<file path="src/sv/tcrc_pkg.sv">
// Package for the three-coil rotation counter: shared constants, codes,
// payload structs and the detect-map to phase table.
// No dependencies; every other file of the block imports it.
package tcrc_pkg;

  localparam int unsigned COUNT_W    = 16;
  localparam int unsigned MAP_W      = 3;
  localparam int unsigned PHASE_W    = 8;
  localparam int unsigned HOME_W     = 3;
  localparam int unsigned CTR_W      = 32;
  localparam int unsigned CFG_IDX_W  = 3;
  localparam int unsigned CFG_DATA_W = 32;

  // Classification queue between front and back
  localparam int unsigned Q_DEPTH = 2;
  localparam int unsigned Q_AW    = (Q_DEPTH > 1) ? $clog2(Q_DEPTH) : 1;
  localparam int unsigned Q_CW    = $clog2(Q_DEPTH + 1);

  localparam logic [PHASE_W-1:0] PH_NONE   = 8'd0;
  localparam logic [PHASE_W-1:0] PH_FIRST  = 8'd1;
  localparam logic [PHASE_W-1:0] PH_MID    = 8'd4;
  localparam logic [PHASE_W-1:0] PH_LAST   = 8'd6;
  localparam logic [PHASE_W-1:0] PH_FAULT2 = 8'd7;
  localparam logic [PHASE_W-1:0] PH_FAULT3 = 8'hFF;

  localparam logic [HOME_W-1:0] HOME_RESET = 3'd4;

  // Detect-map codes: bit2 coil 1, bit1 coil 2, bit0 coil 3
  localparam logic [MAP_W-1:0] MAP_NONE   = 3'b000;
  localparam logic [MAP_W-1:0] MAP_C3     = 3'b001;
  localparam logic [MAP_W-1:0] MAP_C2     = 3'b010;
  localparam logic [MAP_W-1:0] MAP_C2C3   = 3'b011;
  localparam logic [MAP_W-1:0] MAP_C1     = 3'b100;
  localparam logic [MAP_W-1:0] MAP_C1C3   = 3'b101;
  localparam logic [MAP_W-1:0] MAP_C1C2   = 3'b110;
  localparam logic [MAP_W-1:0] MAP_ALL    = 3'b111;

  typedef enum logic [CFG_IDX_W-1:0] {
    CFG_THR1   = 3'd0,
    CFG_THR2   = 3'd1,
    CFG_THR3   = 3'd2,
    CFG_HOME   = 3'd3,
    CFG_OFFSET = 3'd4
  } cfg_idx_t;

  typedef struct packed {
    logic [COUNT_W-1:0] thr1;
    logic [COUNT_W-1:0] thr2;
    logic [COUNT_W-1:0] thr3;
  } thr_cfg_t;

  // One classified round, as it travels through the queue
  typedef struct packed {
    logic [MAP_W-1:0]   detect_map;
    logic [PHASE_W-1:0] raw_phase;
  } cls_t;

  typedef struct packed {
    logic [MAP_W-1:0]   detect_map;
    logic [PHASE_W-1:0] phase;
    logic               direction;
    logic [CTR_W-1:0]   fwd_steps;
    logic [CTR_W-1:0]   bwd_steps;
    logic [CTR_W-1:0]   fwd_revs;
    logic [CTR_W-1:0]   bwd_revs;
    logic [CTR_W-1:0]   meter;
  } res_t;

  function automatic logic [PHASE_W-1:0] phase_of_map(input logic [MAP_W-1:0] m);
    logic [PHASE_W-1:0] p;
    case (m)
      MAP_NONE: p = PH_FAULT2;
      MAP_C3:   p = PH_LAST;
      MAP_C2:   p = PH_MID;
      MAP_C2C3: p = PH_MID;
      MAP_C1:   p = PH_FIRST;
      MAP_C1C3: p = PH_LAST;
      MAP_C1C2: p = PH_FIRST;
      MAP_ALL:  p = PH_FAULT3;
      default:  p = PH_FAULT3;
    endcase
    return p;
  endfunction

endpackage

</file>
<file path="src/sv/tcrc_in_if.sv">
// Input channel of the rotation counter: valid/ready plus three coil counts.
// Depends on tcrc_pkg.
interface tcrc_in_if;
  import tcrc_pkg::*;

  logic               valid;
  logic               ready;
  logic [COUNT_W-1:0] count_coil1;
  logic [COUNT_W-1:0] count_coil2;
  logic [COUNT_W-1:0] count_coil3;

  modport source (output valid, output count_coil1, output count_coil2,
                  output count_coil3, input ready);
  modport sink   (input valid, input count_coil1, input count_coil2,
                  input count_coil3, output ready);
endinterface

</file>
<file path="src/sv/tcrc_out_if.sv">
// Result channel of the rotation counter: valid/ready plus the result fields.
// Depends on tcrc_pkg.
interface tcrc_out_if;
  import tcrc_pkg::*;

  logic                      valid;
  logic                      ready;
  logic [MAP_W-1:0]          detect_map;
  logic [PHASE_W-1:0]        phase;
  logic                      direction;
  logic [CTR_W-1:0]          forward_transitions;
  logic [CTR_W-1:0]          backward_transitions;
  logic [CTR_W-1:0]          forward_revolutions;
  logic [CTR_W-1:0]          backward_revolutions;
  logic signed [CTR_W-1:0]   meter_value;

  modport source (output valid, output detect_map, output phase, output direction,
                  output forward_transitions, output backward_transitions,
                  output forward_revolutions, output backward_revolutions,
                  output meter_value, input ready);
  modport sink   (input valid, input detect_map, input phase, input direction,
                  input forward_transitions, input backward_transitions,
                  input forward_revolutions, input backward_revolutions,
                  input meter_value, output ready);
endinterface

</file>
<file path="src/sv/three_coil_rotation_counter_core.sv">
// Three-coil rotation counter, top level. Each input beat carries the coil
// counts of one sampling round and yields exactly one result beat with the
// detect map, the phase after fault substitution, the last direction, the
// transition and revolution counters and the meter value. A new round is
// accepted every cycle while the queue has room; each round passes through
// the classification queue and then the result register, and a stalled
// result stops the flow only once the two-entry queue between classifier
// and counter has filled. Write configuration registers only while no
// results are pending. Depends on tcrc_pkg, tcrc_in_if, tcrc_out_if,
// tcrc_front, tcrc_queue and tcrc_back.
module three_coil_rotation_counter_core (
  input  logic                            clk,
  input  logic                            rst_n,
  input  logic                            cfg_we,
  input  logic [tcrc_pkg::CFG_IDX_W-1:0]  cfg_index,
  input  logic [tcrc_pkg::CFG_DATA_W-1:0] cfg_data,
  tcrc_in_if.sink                         in_chan,
  tcrc_out_if.source                      out_chan
);
  import tcrc_pkg::*;

  thr_cfg_t          thr_r;
  logic [HOME_W-1:0] home_r;
  logic [CTR_W-1:0]  offset_r;

  logic q_push, q_push_ready, q_pop, q_valid;
  cls_t q_in, q_out;
  res_t res;

  // Configuration registers; indexes past the list are dropped
  always_ff @(posedge clk) begin
    if (!rst_n) begin
      thr_r    <= '0;
      home_r   <= HOME_RESET;
      offset_r <= '0;
    end else if (cfg_we) begin
      case (cfg_index)
        CFG_THR1:   thr_r.thr1 <= cfg_data[COUNT_W-1:0];
        CFG_THR2:   thr_r.thr2 <= cfg_data[COUNT_W-1:0];
        CFG_THR3:   thr_r.thr3 <= cfg_data[COUNT_W-1:0];
        CFG_HOME:   home_r     <= cfg_data[HOME_W-1:0];
        CFG_OFFSET: offset_r   <= cfg_data[CTR_W-1:0];
        default: ;
      endcase
    end
  end

  // Classify each beat as it arrives
  tcrc_front u_front (
    .in_valid    (in_chan.valid),
    .in_ready    (in_chan.ready),
    .count_coil1 (in_chan.count_coil1),
    .count_coil2 (in_chan.count_coil2),
    .count_coil3 (in_chan.count_coil3),
    .thr         (thr_r),
    .q_ready     (q_push_ready),
    .q_push      (q_push),
    .q_data      (q_in)
  );

  // Decouple classifier from counter so each side stalls on its own
  tcrc_queue u_queue (
    .clk        (clk),
    .rst_n      (rst_n),
    .push       (q_push),
    .push_data  (q_in),
    .push_ready (q_push_ready),
    .pop        (q_pop),
    .pop_valid  (q_valid),
    .pop_data   (q_out)
  );

  // Advance the phase tracker and counters, hold the result until taken
  tcrc_back u_back (
    .clk          (clk),
    .rst_n        (rst_n),
    .q_valid      (q_valid),
    .q_data       (q_out),
    .q_pop        (q_pop),
    .home_phase   (home_r),
    .value_offset (offset_r),
    .res_valid    (out_chan.valid),
    .res_ready    (out_chan.ready),
    .res          (res)
  );

  assign out_chan.detect_map           = res.detect_map;
  assign out_chan.phase                = res.phase;
  assign out_chan.direction            = res.direction;
  assign out_chan.forward_transitions  = res.fwd_steps;
  assign out_chan.backward_transitions = res.bwd_steps;
  assign out_chan.forward_revolutions  = res.fwd_revs;
  assign out_chan.backward_revolutions = res.bwd_revs;
  assign out_chan.meter_value          = $signed(res.meter);

endmodule

</file>
<file path="src/sv/tcrc_front.sv">
// Front part: compares the coil counts against their thresholds, builds the
// detect map and looks up the raw phase. Depends on tcrc_pkg.
module tcrc_front (
  input  logic                     in_valid,
  output logic                     in_ready,
  input  logic [tcrc_pkg::COUNT_W-1:0] count_coil1,
  input  logic [tcrc_pkg::COUNT_W-1:0] count_coil2,
  input  logic [tcrc_pkg::COUNT_W-1:0] count_coil3,
  input  tcrc_pkg::thr_cfg_t       thr,
  input  logic                     q_ready,
  output logic                     q_push,
  output tcrc_pkg::cls_t           q_data
);
  import tcrc_pkg::*;

  logic [MAP_W-1:0] map;

  // A coil reports the target when its count is at or below threshold
  assign map = {count_coil1 <= thr.thr1, count_coil2 <= thr.thr2, count_coil3 <= thr.thr3};

  assign in_ready          = q_ready;
  assign q_push            = in_valid && q_ready;
  assign q_data.detect_map = map;
  assign q_data.raw_phase  = phase_of_map(map);

endmodule

</file>
<file path="src/sv/tcrc_queue.sv">
// Short FIFO of classified rounds between front and back.
// Depends on tcrc_pkg (depth, pointer widths, cls_t).
module tcrc_queue (
  input  logic           clk,
  input  logic           rst_n,
  input  logic           push,
  input  tcrc_pkg::cls_t push_data,
  output logic           push_ready,
  input  logic           pop,
  output logic           pop_valid,
  output tcrc_pkg::cls_t pop_data
);
  import tcrc_pkg::*;

  cls_t            mem_r [Q_DEPTH];
  logic [Q_AW-1:0] wr_ptr_r, wr_ptr_nxt;
  logic [Q_AW-1:0] rd_ptr_r, rd_ptr_nxt;
  logic [Q_CW-1:0] count_r, count_nxt;

  function automatic logic [Q_AW-1:0] ptr_inc(input logic [Q_AW-1:0] p);
    logic [Q_AW-1:0] r;
    if (p == Q_AW'(Q_DEPTH - 1)) begin
      r = '0;
    end else begin
      r = p + Q_AW'(1);
    end
    return r;
  endfunction

  assign push_ready = (count_r != Q_CW'(Q_DEPTH));
  assign pop_valid  = (count_r != '0);
  assign pop_data   = mem_r[rd_ptr_r];

  always_comb begin
    wr_ptr_nxt = push ? ptr_inc(wr_ptr_r) : wr_ptr_r;
    rd_ptr_nxt = pop ? ptr_inc(rd_ptr_r) : rd_ptr_r;
    count_nxt  = count_r;
    if (push && !pop) begin
      count_nxt = count_r + Q_CW'(1);
    end else if (pop && !push) begin
      count_nxt = count_r - Q_CW'(1);
    end
  end

  always_ff @(posedge clk) begin
    if (!rst_n) begin
      wr_ptr_r <= '0;
      rd_ptr_r <= '0;
      count_r  <= '0;
    end else begin
      wr_ptr_r <= wr_ptr_nxt;
      rd_ptr_r <= rd_ptr_nxt;
      count_r  <= count_nxt;
    end
  end

  always_ff @(posedge clk) begin
    if (push) begin
      mem_r[wr_ptr_r] <= push_data;
    end
  end

  a_count_in_range: assert property (@(posedge clk) disable iff (!rst_n)
    count_r <= Q_CW'(Q_DEPTH))
    else $error("queue fill count beyond depth");

  a_no_pop_empty: assert property (@(posedge clk) disable iff (!rst_n)
    pop |-> pop_valid)
    else $error("queue popped while empty");

endmodule

</file>
<file path="src/sv/tcrc_back.sv">
// Back part: fault substitution, transition and revolution counting, and the
// result register. Depends on tcrc_pkg.
module tcrc_back (
  input  logic                         clk,
  input  logic                         rst_n,
  input  logic                         q_valid,
  input  tcrc_pkg::cls_t               q_data,
  output logic                         q_pop,
  input  logic [tcrc_pkg::HOME_W-1:0]  home_phase,
  input  logic [tcrc_pkg::CTR_W-1:0]   value_offset,
  output logic                         res_valid,
  input  logic                         res_ready,
  output tcrc_pkg::res_t               res
);
  import tcrc_pkg::*;

  logic               valid_r, valid_nxt;
  logic [MAP_W-1:0]   map_r;
  logic [PHASE_W-1:0] last_phase_r, last_phase_nxt;
  logic               dir_r, dir_nxt;
  logic [CTR_W-1:0]   fwd_step_r, fwd_step_nxt;
  logic [CTR_W-1:0]   bwd_step_r, bwd_step_nxt;
  logic [CTR_W-1:0]   fwd_rev_r, fwd_rev_nxt;
  logic [CTR_W-1:0]   bwd_rev_r, bwd_rev_nxt;
  logic [CTR_W-1:0]   net_r, net_nxt;

  logic [PHASE_W-1:0] was_phase, now, home_ext;
  logic               is_fault, wrap_f, wrap_b, go_fwd, go_bwd;

  // Take a new round whenever the result register is free or being drained
  assign q_pop = q_valid && (!valid_r || res_ready);

  always_comb begin
    was_phase = last_phase_r;
    home_ext  = {{(PHASE_W-HOME_W){1'b0}}, home_phase};
    is_fault  = (q_data.raw_phase == PH_FAULT2) || (q_data.raw_phase == PH_FAULT3);
    now       = (is_fault && was_phase != PH_NONE) ? was_phase : q_data.raw_phase;
    wrap_f    = (now == PH_FIRST) && (was_phase == PH_LAST);
    wrap_b    = (now == PH_LAST) && (was_phase == PH_FIRST);
    go_fwd    = wrap_f || (!wrap_b && now > was_phase);
    go_bwd    = wrap_b || (!wrap_f && now < was_phase);
  end

  always_comb begin
    valid_nxt      = valid_r;
    last_phase_nxt = last_phase_r;
    dir_nxt        = dir_r;
    fwd_step_nxt   = fwd_step_r;
    bwd_step_nxt   = bwd_step_r;
    fwd_rev_nxt    = fwd_rev_r;
    bwd_rev_nxt    = bwd_rev_r;
    net_nxt        = net_r;
    if (res_ready) begin
      valid_nxt = 1'b0;
    end
    if (q_pop) begin
      valid_nxt      = 1'b1;
      last_phase_nxt = now;
      if (go_fwd) begin
        fwd_step_nxt = fwd_step_r + CTR_W'(1);
        dir_nxt      = 1'b0;
        if (now == home_ext) begin
          fwd_rev_nxt = fwd_rev_r + CTR_W'(1);
          net_nxt     = net_r + CTR_W'(1);
        end
      end else if (go_bwd) begin
        bwd_step_nxt = bwd_step_r + CTR_W'(1);
        dir_nxt      = 1'b1;
        if (was_phase == home_ext) begin
          bwd_rev_nxt = bwd_rev_r + CTR_W'(1);
          net_nxt     = net_r - CTR_W'(1);
        end
      end
    end
  end

  always_ff @(posedge clk) begin
    if (!rst_n) begin
      valid_r      <= 1'b0;
      last_phase_r <= PH_NONE;
      dir_r        <= 1'b0;
      fwd_step_r   <= '0;
      bwd_step_r   <= '0;
      fwd_rev_r    <= '0;
      bwd_rev_r    <= '0;
      net_r        <= '0;
    end else begin
      valid_r      <= valid_nxt;
      last_phase_r <= last_phase_nxt;
      dir_r        <= dir_nxt;
      fwd_step_r   <= fwd_step_nxt;
      bwd_step_r   <= bwd_step_nxt;
      fwd_rev_r    <= fwd_rev_nxt;
      bwd_rev_r    <= bwd_rev_nxt;
      net_r        <= net_nxt;
    end
  end

  always_ff @(posedge clk) begin
    if (q_pop) begin
      map_r <= q_data.detect_map;
    end
  end

  // The state registers double as the result register
  assign res_valid      = valid_r;
  assign res.detect_map = map_r;
  assign res.phase      = last_phase_r;
  assign res.direction  = dir_r;
  assign res.fwd_steps  = fwd_step_r;
  assign res.bwd_steps  = bwd_step_r;
  assign res.fwd_revs   = fwd_rev_r;
  assign res.bwd_revs   = bwd_rev_r;
  assign res.meter      = net_r + value_offset;

  a_net_matches: assert property (@(posedge clk) disable iff (!rst_n)
    net_r == fwd_rev_r - bwd_rev_r)
    else $error("net revolution count out of step with counters");

  a_idle_holds: assert property (@(posedge clk) disable iff (!rst_n)
    (rst_n && !q_pop) |=> ($stable(fwd_step_r) && $stable(bwd_step_r)
                           && $stable(last_phase_r)))
    else $error("state changed without a round");

  a_fwd_dir: assert property (@(posedge clk) disable iff (!rst_n)
    (rst_n && q_pop && go_fwd) |=> !dir_r)
    else $error("forward step left direction backward");

  a_one_way: assert property (@(posedge clk) disable iff (!rst_n)
    !(go_fwd && go_bwd))
    else $error("round classified both forward and backward");

endmodule

</file>
<file path="src/flat_wrapper.sv">
// flat-port wrapper written by rule: the top's interface ports become plain ports
module three_coil_rotation_counter_core_flat import tcrc_pkg::*;
  (clk, rst_n, cfg_we, cfg_index, cfg_data, in_chan_valid, in_chan_count_coil1, in_chan_count_coil2, in_chan_count_coil3, in_chan_ready, out_chan_valid, out_chan_detect_map, out_chan_phase, out_chan_direction, out_chan_forward_transitions, out_chan_backward_transitions, out_chan_forward_revolutions, out_chan_backward_revolutions, out_chan_meter_value, out_chan_ready);
  tcrc_in_if in_chan_i ();
  tcrc_out_if out_chan_i ();
  input  logic clk;
  input  logic rst_n;
  input  logic cfg_we;
  input  logic [tcrc_pkg::CFG_IDX_W-1:0] cfg_index;
  input  logic [tcrc_pkg::CFG_DATA_W-1:0] cfg_data;
  input wire logic [$bits(in_chan_i.valid)-1:0] in_chan_valid;
  input wire logic [$bits(in_chan_i.count_coil1)-1:0] in_chan_count_coil1;
  input wire logic [$bits(in_chan_i.count_coil2)-1:0] in_chan_count_coil2;
  input wire logic [$bits(in_chan_i.count_coil3)-1:0] in_chan_count_coil3;
  output wire logic [$bits(in_chan_i.ready)-1:0] in_chan_ready;
  output wire logic [$bits(out_chan_i.valid)-1:0] out_chan_valid;
  output wire logic [$bits(out_chan_i.detect_map)-1:0] out_chan_detect_map;
  output wire logic [$bits(out_chan_i.phase)-1:0] out_chan_phase;
  output wire logic [$bits(out_chan_i.direction)-1:0] out_chan_direction;
  output wire logic [$bits(out_chan_i.forward_transitions)-1:0] out_chan_forward_transitions;
  output wire logic [$bits(out_chan_i.backward_transitions)-1:0] out_chan_backward_transitions;
  output wire logic [$bits(out_chan_i.forward_revolutions)-1:0] out_chan_forward_revolutions;
  output wire logic [$bits(out_chan_i.backward_revolutions)-1:0] out_chan_backward_revolutions;
  output wire logic [$bits(out_chan_i.meter_value)-1:0] out_chan_meter_value;
  input wire logic [$bits(out_chan_i.ready)-1:0] out_chan_ready;
  assign in_chan_i.valid = in_chan_valid;
  assign in_chan_i.count_coil1 = in_chan_count_coil1;
  assign in_chan_i.count_coil2 = in_chan_count_coil2;
  assign in_chan_i.count_coil3 = in_chan_count_coil3;
  assign in_chan_ready = in_chan_i.ready;
  assign out_chan_valid = out_chan_i.valid;
  assign out_chan_detect_map = out_chan_i.detect_map;
  assign out_chan_phase = out_chan_i.phase;
  assign out_chan_direction = out_chan_i.direction;
  assign out_chan_forward_transitions = out_chan_i.forward_transitions;
  assign out_chan_backward_transitions = out_chan_i.backward_transitions;
  assign out_chan_forward_revolutions = out_chan_i.forward_revolutions;
  assign out_chan_backward_revolutions = out_chan_i.backward_revolutions;
  assign out_chan_meter_value = out_chan_i.meter_value;
  assign out_chan_i.ready = out_chan_ready;
  three_coil_rotation_counter_core u_core (.clk(clk), .rst_n(rst_n), .cfg_we(cfg_we), .cfg_index(cfg_index), .cfg_data(cfg_data), .in_chan(in_chan_i), .out_chan(out_chan_i));
endmodule
</file>
<file path="config.mk">
export PLATFORM = sky130hd
export DESIGN_NAME = three_coil_rotation_counter_core_flat
export DESIGN_NICKNAME = d
export VERILOG_FILES = /design/src/sv/tcrc_pkg.sv /design/src/sv/tcrc_in_if.sv /design/src/sv/tcrc_out_if.sv /design/src/sv/three_coil_rotation_counter_core.sv /design/src/sv/tcrc_front.sv /design/src/sv/tcrc_queue.sv /design/src/sv/tcrc_back.sv /design/src/flat_wrapper.sv
export SDC_FILE = /design/constraint.sdc
export NUM_CORES = 1
export LEC_CHECK = 0
export BUFFER_PORTS_ARGS = -buffer_cell sky130_fd_sc_hd__buf_2
export CAP_MARGIN = 0
export CELL_PAD_IN_SITES_DETAIL_PLACEMENT = 1
export CELL_PAD_IN_SITES_GLOBAL_PLACEMENT = 2
export CORE_ASPECT_RATIO = 0.6
export CORE_MARGIN = 1
export CORE_UTILIZATION = 36
export CTS_CLUSTER_SIZE = 40
export DETAILED_ROUTE_END_ITERATION = 6
export GPL_TIMING_DRIVEN = 0
export PLACE_DENSITY_LB_ADDON = 0.1
export REMOVE_ABC_BUFFERS = 1
export SLEW_MARGIN = 10
export SYNTH_ARGS = -nofsm -noshare
export SYNTH_HDL_FRONTEND = slang
export SYNTH_SLANG_ARGS = --single-unit
export TNS_END_PERCENT = 50
</file>
<file path="constraint.sdc">
create_clock -name clk -period 11.57 [get_ports clk]
set_input_delay 0 -clock clk [delete_from_list [all_inputs] [get_ports clk]]
set_output_delay 0 -clock clk [all_outputs]
set_load 0.005 [all_outputs]
</file>
Yosys cells after proc, flatten, opt, wreduce, memory -nomap -nowiden. Memory sizes are Yosys's and may differ from the RTL's. A register that Yosys moved wholly into a read port is not among the register bits. Cells that the tools add are included.

Input bits: 88. Flip-flop bits (word level): 260. RAM bits: 22. Memory bits (read-only): 64. Output and inout bits: 174. Memories: 2. Logic and storage cells: 103.

Magnitude comparators: 5. Reduce and logical (&&, ||, !) cells: 36. Bitwise operators: 1. Multiplexer cells: 17. $add $sub $neg: 11. Equal/unequal tests: 14.

Memory list: (name not given) (depth 8, width 8, rd ports 1, clocked after Yosys merged registers in 0, write ports 0, RTL line tcrc_pkg.sv:71) `case (m)`; u_core.u_queue.mem_r (depth 2, width 11, rd ports 1, clocked after Yosys merged registers in 1, write ports 1, RTL line tcrc_queue.sv:15) `cls_t mem_r [Q_DEPTH];`.

Operators with widths (number): 32-bit by 1-bit adder with 32-bit output, second input constant (5); 32-bit two-way mux (4); 16-bit <= comparator (3); 32-bit adder (1); 32-bit by 1-bit subtractor with 32-bit output, second input constant (1); 8-bit by 3-bit equality test with 1-bit output, second input constant (3); 8-bit by 1-bit equality test with 1-bit output, second input constant (2); 8-bit by 3-bit equality test with 1-bit output (2); 2-bit AND reduction (7); 1-bit two-way mux (10); 2-bit nonzero test (5); 1-bit logical AND (9); 8-bit equality test, second input constant (1); 8-bit greater-than comparator (1); 8-bit less-than comparator (1); 8-bit two-way mux (1); 4-bit AND reduction (2); 8-bit nonzero test (1); 3-bit by 2-bit equality test with 1-bit output, second input constant (2); 3-bit AND reduction (2); 1-bit logical NOT (5); 1-bit logical OR (4); 2-bit two-way mux (2); 3-bit by 1-bit equality test with 1-bit output, second input constant (1); 8 further kinds (9).

Longest topological paths before layout.
Word-level depth: 11. Mapped depth: 21. Gate-level depth less buffers: 20.

Modules after synthesis. A second synthesis with hierarchy kept.

Cell total of the unflattened synthesis: 1895. Area total of the unflattened synthesis: 16699.8 µm².

By module, submodules not included: tcrc_back (sequential area each 3493.4 µm², instances 1, area an instance 11267.1 µm², cells each 1349); three_coil_rotation_counter_core (sequential area each 1661.6 µm², instances 1, area an instance 3110.5 µm², cells each 310); tcrc_front (sequential area each 0.0 µm², instances 1, area an instance 1313.8 µm², cells each 180); tcrc_queue (sequential area each 760.7 µm², instances 1, area an instance 1008.5 µm², cells each 56).

Worst setup path before layout. Ideal clock, no wire load.

Path type: register to register. Start: register u_core.u_back.last_phase_r[7]. End: register u_core.u_back.net_r[31]. Stages on the path, launching flop included: 22. Clock period less this slack: 6.027 ns. Setup time: 0.070 ns. Buffers on the path: 1. Required time: 11.500 ns. Setup slack: 5.543 ns. Arrival: 5.956 ns. Cells stage by stage: dfxtp_1 -> or4_4 -> buf_6 -> o221a_4 -> a21oi_4 -> ha_1 -> nor2b_1 -> o211ai_1 -> a21oi_1 -> o21ai_0 -> a22oi_4 -> inv_1 -> ha_1 -> o21a_1 -> o21ai_1 -> or4_1 -> a211oi_1 -> o21ai_1 -> a2111o_1 -> and4_1 -> or4_1 -> a21oi_1.

Word-level cells in the longest chain between the ends: 10. Elaborated cells between the ends (all ways): 24. Those cells by class: order compare: 2; eq/ne: 7; mux: 2; reduce/logical: 13.

Ends and longest elaborated chain: from (decl) (RTL line tcrc_back.sv:19) `logic [PHASE_W-1:0] last_phase_r, last_phase_nxt;`; from (signal assigned) (RTL line tcrc_back.sv:89) `last_phase_r <= last_phase_nxt;`; 8-bit nonzero test * (RTL line tcrc_back.sv:37) `now = (is_fault && was_phase != PH_NONE) ? was_phase : q_data.raw_phase;`; 1-bit logical AND * (RTL line tcrc_back.sv:37); 8-bit two-way mux * (RTL line tcrc_back.sv:37); net u_core.u_back.now[1] (RTL line tcrc_back.sv:27) `logic [PHASE_W-1:0] was_phase, now, home_ext;`; parallel branches: the longest is 7 deep, another holds 8-bit greater-than comparator; to (signal assigned) (RTL line tcrc_back.sv:95) `net_r <= net_nxt;`; to (decl) (RTL line tcrc_back.sv:25) `logic [CTR_W-1:0] net_r, net_nxt;`.

Mark *: on every way through the listed nets, which the timed path passes. A chain may end at the register's enable or synchronous reset.

==> results.py <==
metrics = {
    "synth": {
        "yosys.area.top_type": "sky130_fd_sc_hd__dfxtp_1",
        "synth.avg_cell_area_um2": 8.17,
        "synthFlopType": "sky130_fd_sc_hd__dfxtp_1",
        "synthTopCellsByArea": "sky130_fd_sc_hd__dfxtp_1, sky130_fd_sc_hd__ha_1, sky130_fd_sc_hd__nand2_1, sky130_fd_sc_hd__a21oi_1, sky130_fd_sc_hd__xnor2_1",
        "synth.top_cell.area_share_pct": 32.7,
        "ys_seq_area_share_pct": 35.9,
        "synthCells": 1932,
        "yosysUniqueCellTypes": 76,
        "async_s_r_ff_share_synth_pct": 0,
        "yosys_register_bits": 275,
        "synth_edf_count": 17,
        "synth_warnings": 0,
        "post_synth_instance_area_um2": 15800,
    },
    "route": {
        "drc": 0,
        "vias_per_cell": 5.16,
        "post_drt_wl_per_cell_um": 17.9,
        "drtAntennaViolNets": 0,
        "route.final.wire_length_mm": 49.9,
        "drt_first_pass_iters": 5,
        "drtIter0Drc": 690,
        "vias": 14412,
    },
    "cts": {
        "clock_sinks": 275,
        "clk_transition_reported_paths_ns": 0.07,
        "cts_setup_buffers": 0,
        "root_cell_of_the_clock_tree": "sky130_fd_sc_hd__clkbuf_16",
        "htree_num_levels": 1,
        "cts-buffers-inserted": 30,
        "cts_tree": "built",
        "clk-insertion-delay-late_ns": 0.59,
        "cts_repair_resize_count": 0,
        "ctsLongestPathBuffers": 3,
        "hold_buffers": 39,
    },
    "placed_design": {
        "placement.io_buffers": 261,
        "globalplace.congestion": 0.847,
        "detailedPlace.worstSlack_ns": 4.49,
        "estimated_wirelength_of_the_detail_placed_design_mm": 36.7,
    },
    "worst_setup_path": {
        "critical_path.max_stage_delay_ns": 0.90,
        "timing.critical_path.buf_inv": 1,
        "critPathSlowestCell": "sky130_fd_sc_hd__a2111oi_1",
        "kind_of_launch_point_of_the_worst_setup_path": "flip-flop",
        "required_time_of_the_critical_path_ns": 12.08,
        "arrival_ns": 7.60,
        "timing.critical_path.cells": "mux2i_1 > nand2_1 > a21boi_0 > ha_1 > nand4_1 > a21oi_1 > o211ai_1 > a22oi_4 > inv_2 > ha_1 > a2111oi_1 > o21a_1 > or4_1 > a211oi_1 > o21ai_1 > a2111o_1 > a31oi_1 > or4_1 > a21oi_1",
        "cp-end-kind": "flip-flop",
        "critical_path_class": "flip-flop to flip-flop",
        "critPathMaxFanout": 31,
        "path_delay_family": "compound AO/OA/AOI/OAI gates",
    },
    "job": {
        "cap_viol_max_count": 0,
    },
    "sta": {
        "final.setup_skew_ns": 0.0274,
        "final_hold_viol_count": 0,
        "timing.final.setup_violations": 0,
        "min_period_ns": 7.09,
        "slew_viol_final": 0,
        "final_critical_path_share_of_the_clock_period_pct": 61.3,
        "timing.final.ws_setup_ns": 4.48,
        "rsz0062_at_grt": "no",
        "timing.setup.tns_ns": 0,
        "tightest_slew_ns": 0.935,
        "relSlewSlack_pct": 37.5,
        "achievable-frequency_mhz": 141,
    },
    "pwr": {
        "internal_cell_power_w": 0.00213,
        "comb_power_share_pct": 40.0,
        "static-leakage-power_nw": 8.09,
        "irDropWorstVdd_mv": 0.121,
        "power_switching_share_pct": 38.4,
        "netSwitchingPower_w": 0.00133,
        "power_frac_clock_pct": 29.0,
        "power_frac_seq_pct": 31.1,
        "power_density_nw_per_um2": 182,
    },
    "floorplanning": {
        "die_height_um": 164,
        "placeableCoreArea_um2": 43300,
        "start_util_pct": 36.5,
        "die_width_um": 272,
        "floorplan.die_area_um2": 44700,
        "top_level_ports": 262,
        "floorplan.rows": 59,
    },
    "layout": {
        "finish.utilization_pct": 43.9,
        "post_route_cells_drive_above_1_share_pct": 15.8,
        "area_growth_pct": 20.3,
        "finish.net_count": 2401,
    },
    "status": {
        "result_of_the_run": "complete, no violations",
    },
    "grt": {
        "number_of_antenna_violations_at_the_first_check_in_global_routing": 2,
        "number_of_global_route_vias_before_repair": 14426,
        "gr-usage-all-layers_pct": 21.9,
        "wire_length_of_the_first_global_routing_pass_mm": 78.5,
        "grt_max_degree": 93,
        "gr-total-overflow": 0,
    },
    "hold_path": {
        "holdCritPathClass": "input port to flip-flop",
    },
}
-- area by class of cell --
class	instances	area [um^2]
clock buffers	44	906
flip-flops and latches	275	5680
fillers	5254	24300
inverters	99	377
repair buffers	305	1810
diodes	1	2.50
well taps	579	724
multi-input cells	1478	9400
clock inverters	10	106
-- flip-flops by register name (all words and copies together), names as in the netlist, 14 cells and up, named ones only --
register / cells
u_core.u_back.bwd_step_r: 32
u_core.u_queue.mem_r: 14
u_core.u_back.fwd_step_r: 32
u_core.thr_r: 48
u_core.u_back.bwd_rev_r: 32
u_core.u_back.fwd_rev_r: 32
u_core.offset_r: 32
u_core.u_back.net_r: 32
-- path summary, 6_finish.rpt --
path / end / startpoint / slack, ns / cells after the start
worst max register to register: u_core.u_back.net_r[31] / flip-flop / 4.48 / 19
worst min-delay path: u_core.offset_r[4] / cfg_we / 0.02 / 5
worst max-delay path: u_core.u_back.net_r[31] / flip-flop / 4.48 / 19
worst min register to register: u_core.thr_r[27] / u_core.thr_r[27] / 0.45 / 2
-- tightest hold or removal path, stage by stage --
cell and delay, ns:
sky130_fd_sc_hd__buf_2 0.12, sky130_fd_sc_hd__nand3_2 0.11, sky130_fd_sc_hd__buf_12 0.18, sky130_fd_sc_hd__nand2_1 0.08
sky130_fd_sc_hd__a21oi_1 0.05
-- cell usage in the layout, fill, tap and decap left out, types with 6 or more instances in the layout --
cell / netlist / routed
sky130_fd_sc_hd__and3_1: 37 / 36
sky130_fd_sc_hd__nor3_1: 29 / 29
sky130_fd_sc_hd__nor2b_1: 15 / 15
sky130_fd_sc_hd__nand2_1: 322 / 322
sky130_fd_sc_hd__o21bai_1: 7 / 7
sky130_fd_sc_hd__inv_1: 98 / 97
sky130_fd_sc_hd__xor2_1: 52 / 52
sky130_fd_sc_hd__a21boi_0: 7 / 7
sky130_fd_sc_hd__a211oi_1: 13 / 13
sky130_fd_sc_hd__o21a_1: 34 / 34
sky130_fd_sc_hd__edfxtp_1: 17 / 17
sky130_fd_sc_hd__o211ai_1: 12 / 12
sky130_fd_sc_hd__clkbuf_16: 0 / 32
sky130_fd_sc_hd__clkinv_2: 0 / 6
sky130_fd_sc_hd__nor2_1: 150 / 149
sky130_fd_sc_hd__nand2b_1: 36 / 36
sky130_fd_sc_hd__a21oi_1: 186 / 186
sky130_fd_sc_hd__dlygate4sd3_1: 0 / 39
sky130_fd_sc_hd__clkbuf_1: 67 / 6
sky130_fd_sc_hd__mux2i_1: 42 / 42
sky130_fd_sc_hd__clkbuf_8: 0 / 6
sky130_fd_sc_hd__o21ai_0: 58 / 58
sky130_fd_sc_hd__nor4_1: 11 / 11
sky130_fd_sc_hd__a21o_1: 24 / 24
sky130_fd_sc_hd__ha_1: 122 / 122
sky130_fd_sc_hd__or3_1: 18 / 18
sky130_fd_sc_hd__nand4_1: 46 / 46
sky130_fd_sc_hd__buf_2: 6 / 260
sky130_fd_sc_hd__xnor2_1: 88 / 88
sky130_fd_sc_hd__and2_1: 15 / 15
sky130_fd_sc_hd__or2_2: 5 / 6
sky130_fd_sc_hd__nand3_1: 54 / 53
sky130_fd_sc_hd__and4_1: 7 / 7
sky130_fd_sc_hd__dfxtp_1: 258 / 258
-- routing by layer --
layer,share of wire (%),wire [um],GRT usage (%)
met1,52,25800,31.9
met4,1.6,811,4.37
met2,43,21600,34.2
met5,0,0,0
met3,3.4,1700,2.97
-- synth_stat cells, drive strengths merged (37+ instances only) --
library cell and instances:
nand2 322, dfxtp 258, a21oi 187, nor2 151, ha 122, inv 98
xnor2 88, clkbuf 67, o21ai 61, nand3 54, xor2 52, nand4 47
mux2i 42, and3 37, nand2b 37
-- power groups by stage --
stage               logic, W  registers [W]  clock network (W)
floorplan           0.000993        0.00108                  0
global placement     0.00132        0.00110                  0
detailed placement   0.00136        0.00110                  0
CTS                  0.00138        0.00108            0.00104
global route         0.00153        0.00108            0.00107
finish               0.00139        0.00108            0.00100
-- stage by stage --
step	total power, W	instance area (um^2)	hold WS (ns)	instances
2_1_floorplan	0.00207	15400	0.0619	1852
3_3_place_gp	0.00241	17500	0.242	2692
3_5_place_dp	0.00246	17600	0.250	2696
4_1_cts	0.00350	19000	0.00185	2789
5_1_grt	0.00369	19000	0.0254	2791
6_report	0.00347	19000	0.0165	2791
-- logic make-up (layout without fill, tap and decap cells) --
group                      count (synthesis)  after routing  share of synthesized area, %
xor gates and xnor gates                 140            140                          7.77
muxes                                     47             47                          3.02
buffers and inverters                    179            458                          4.59
and+or+nand+nor                          776            776                          23.4
adders and majority gates                124            124                          9.92
DFF                                      275            275                          35.9
other                                      0              1                             0
AOI/OAI and AO/OA                        391            391                          15.3
(Power assumes the default switching activity.)
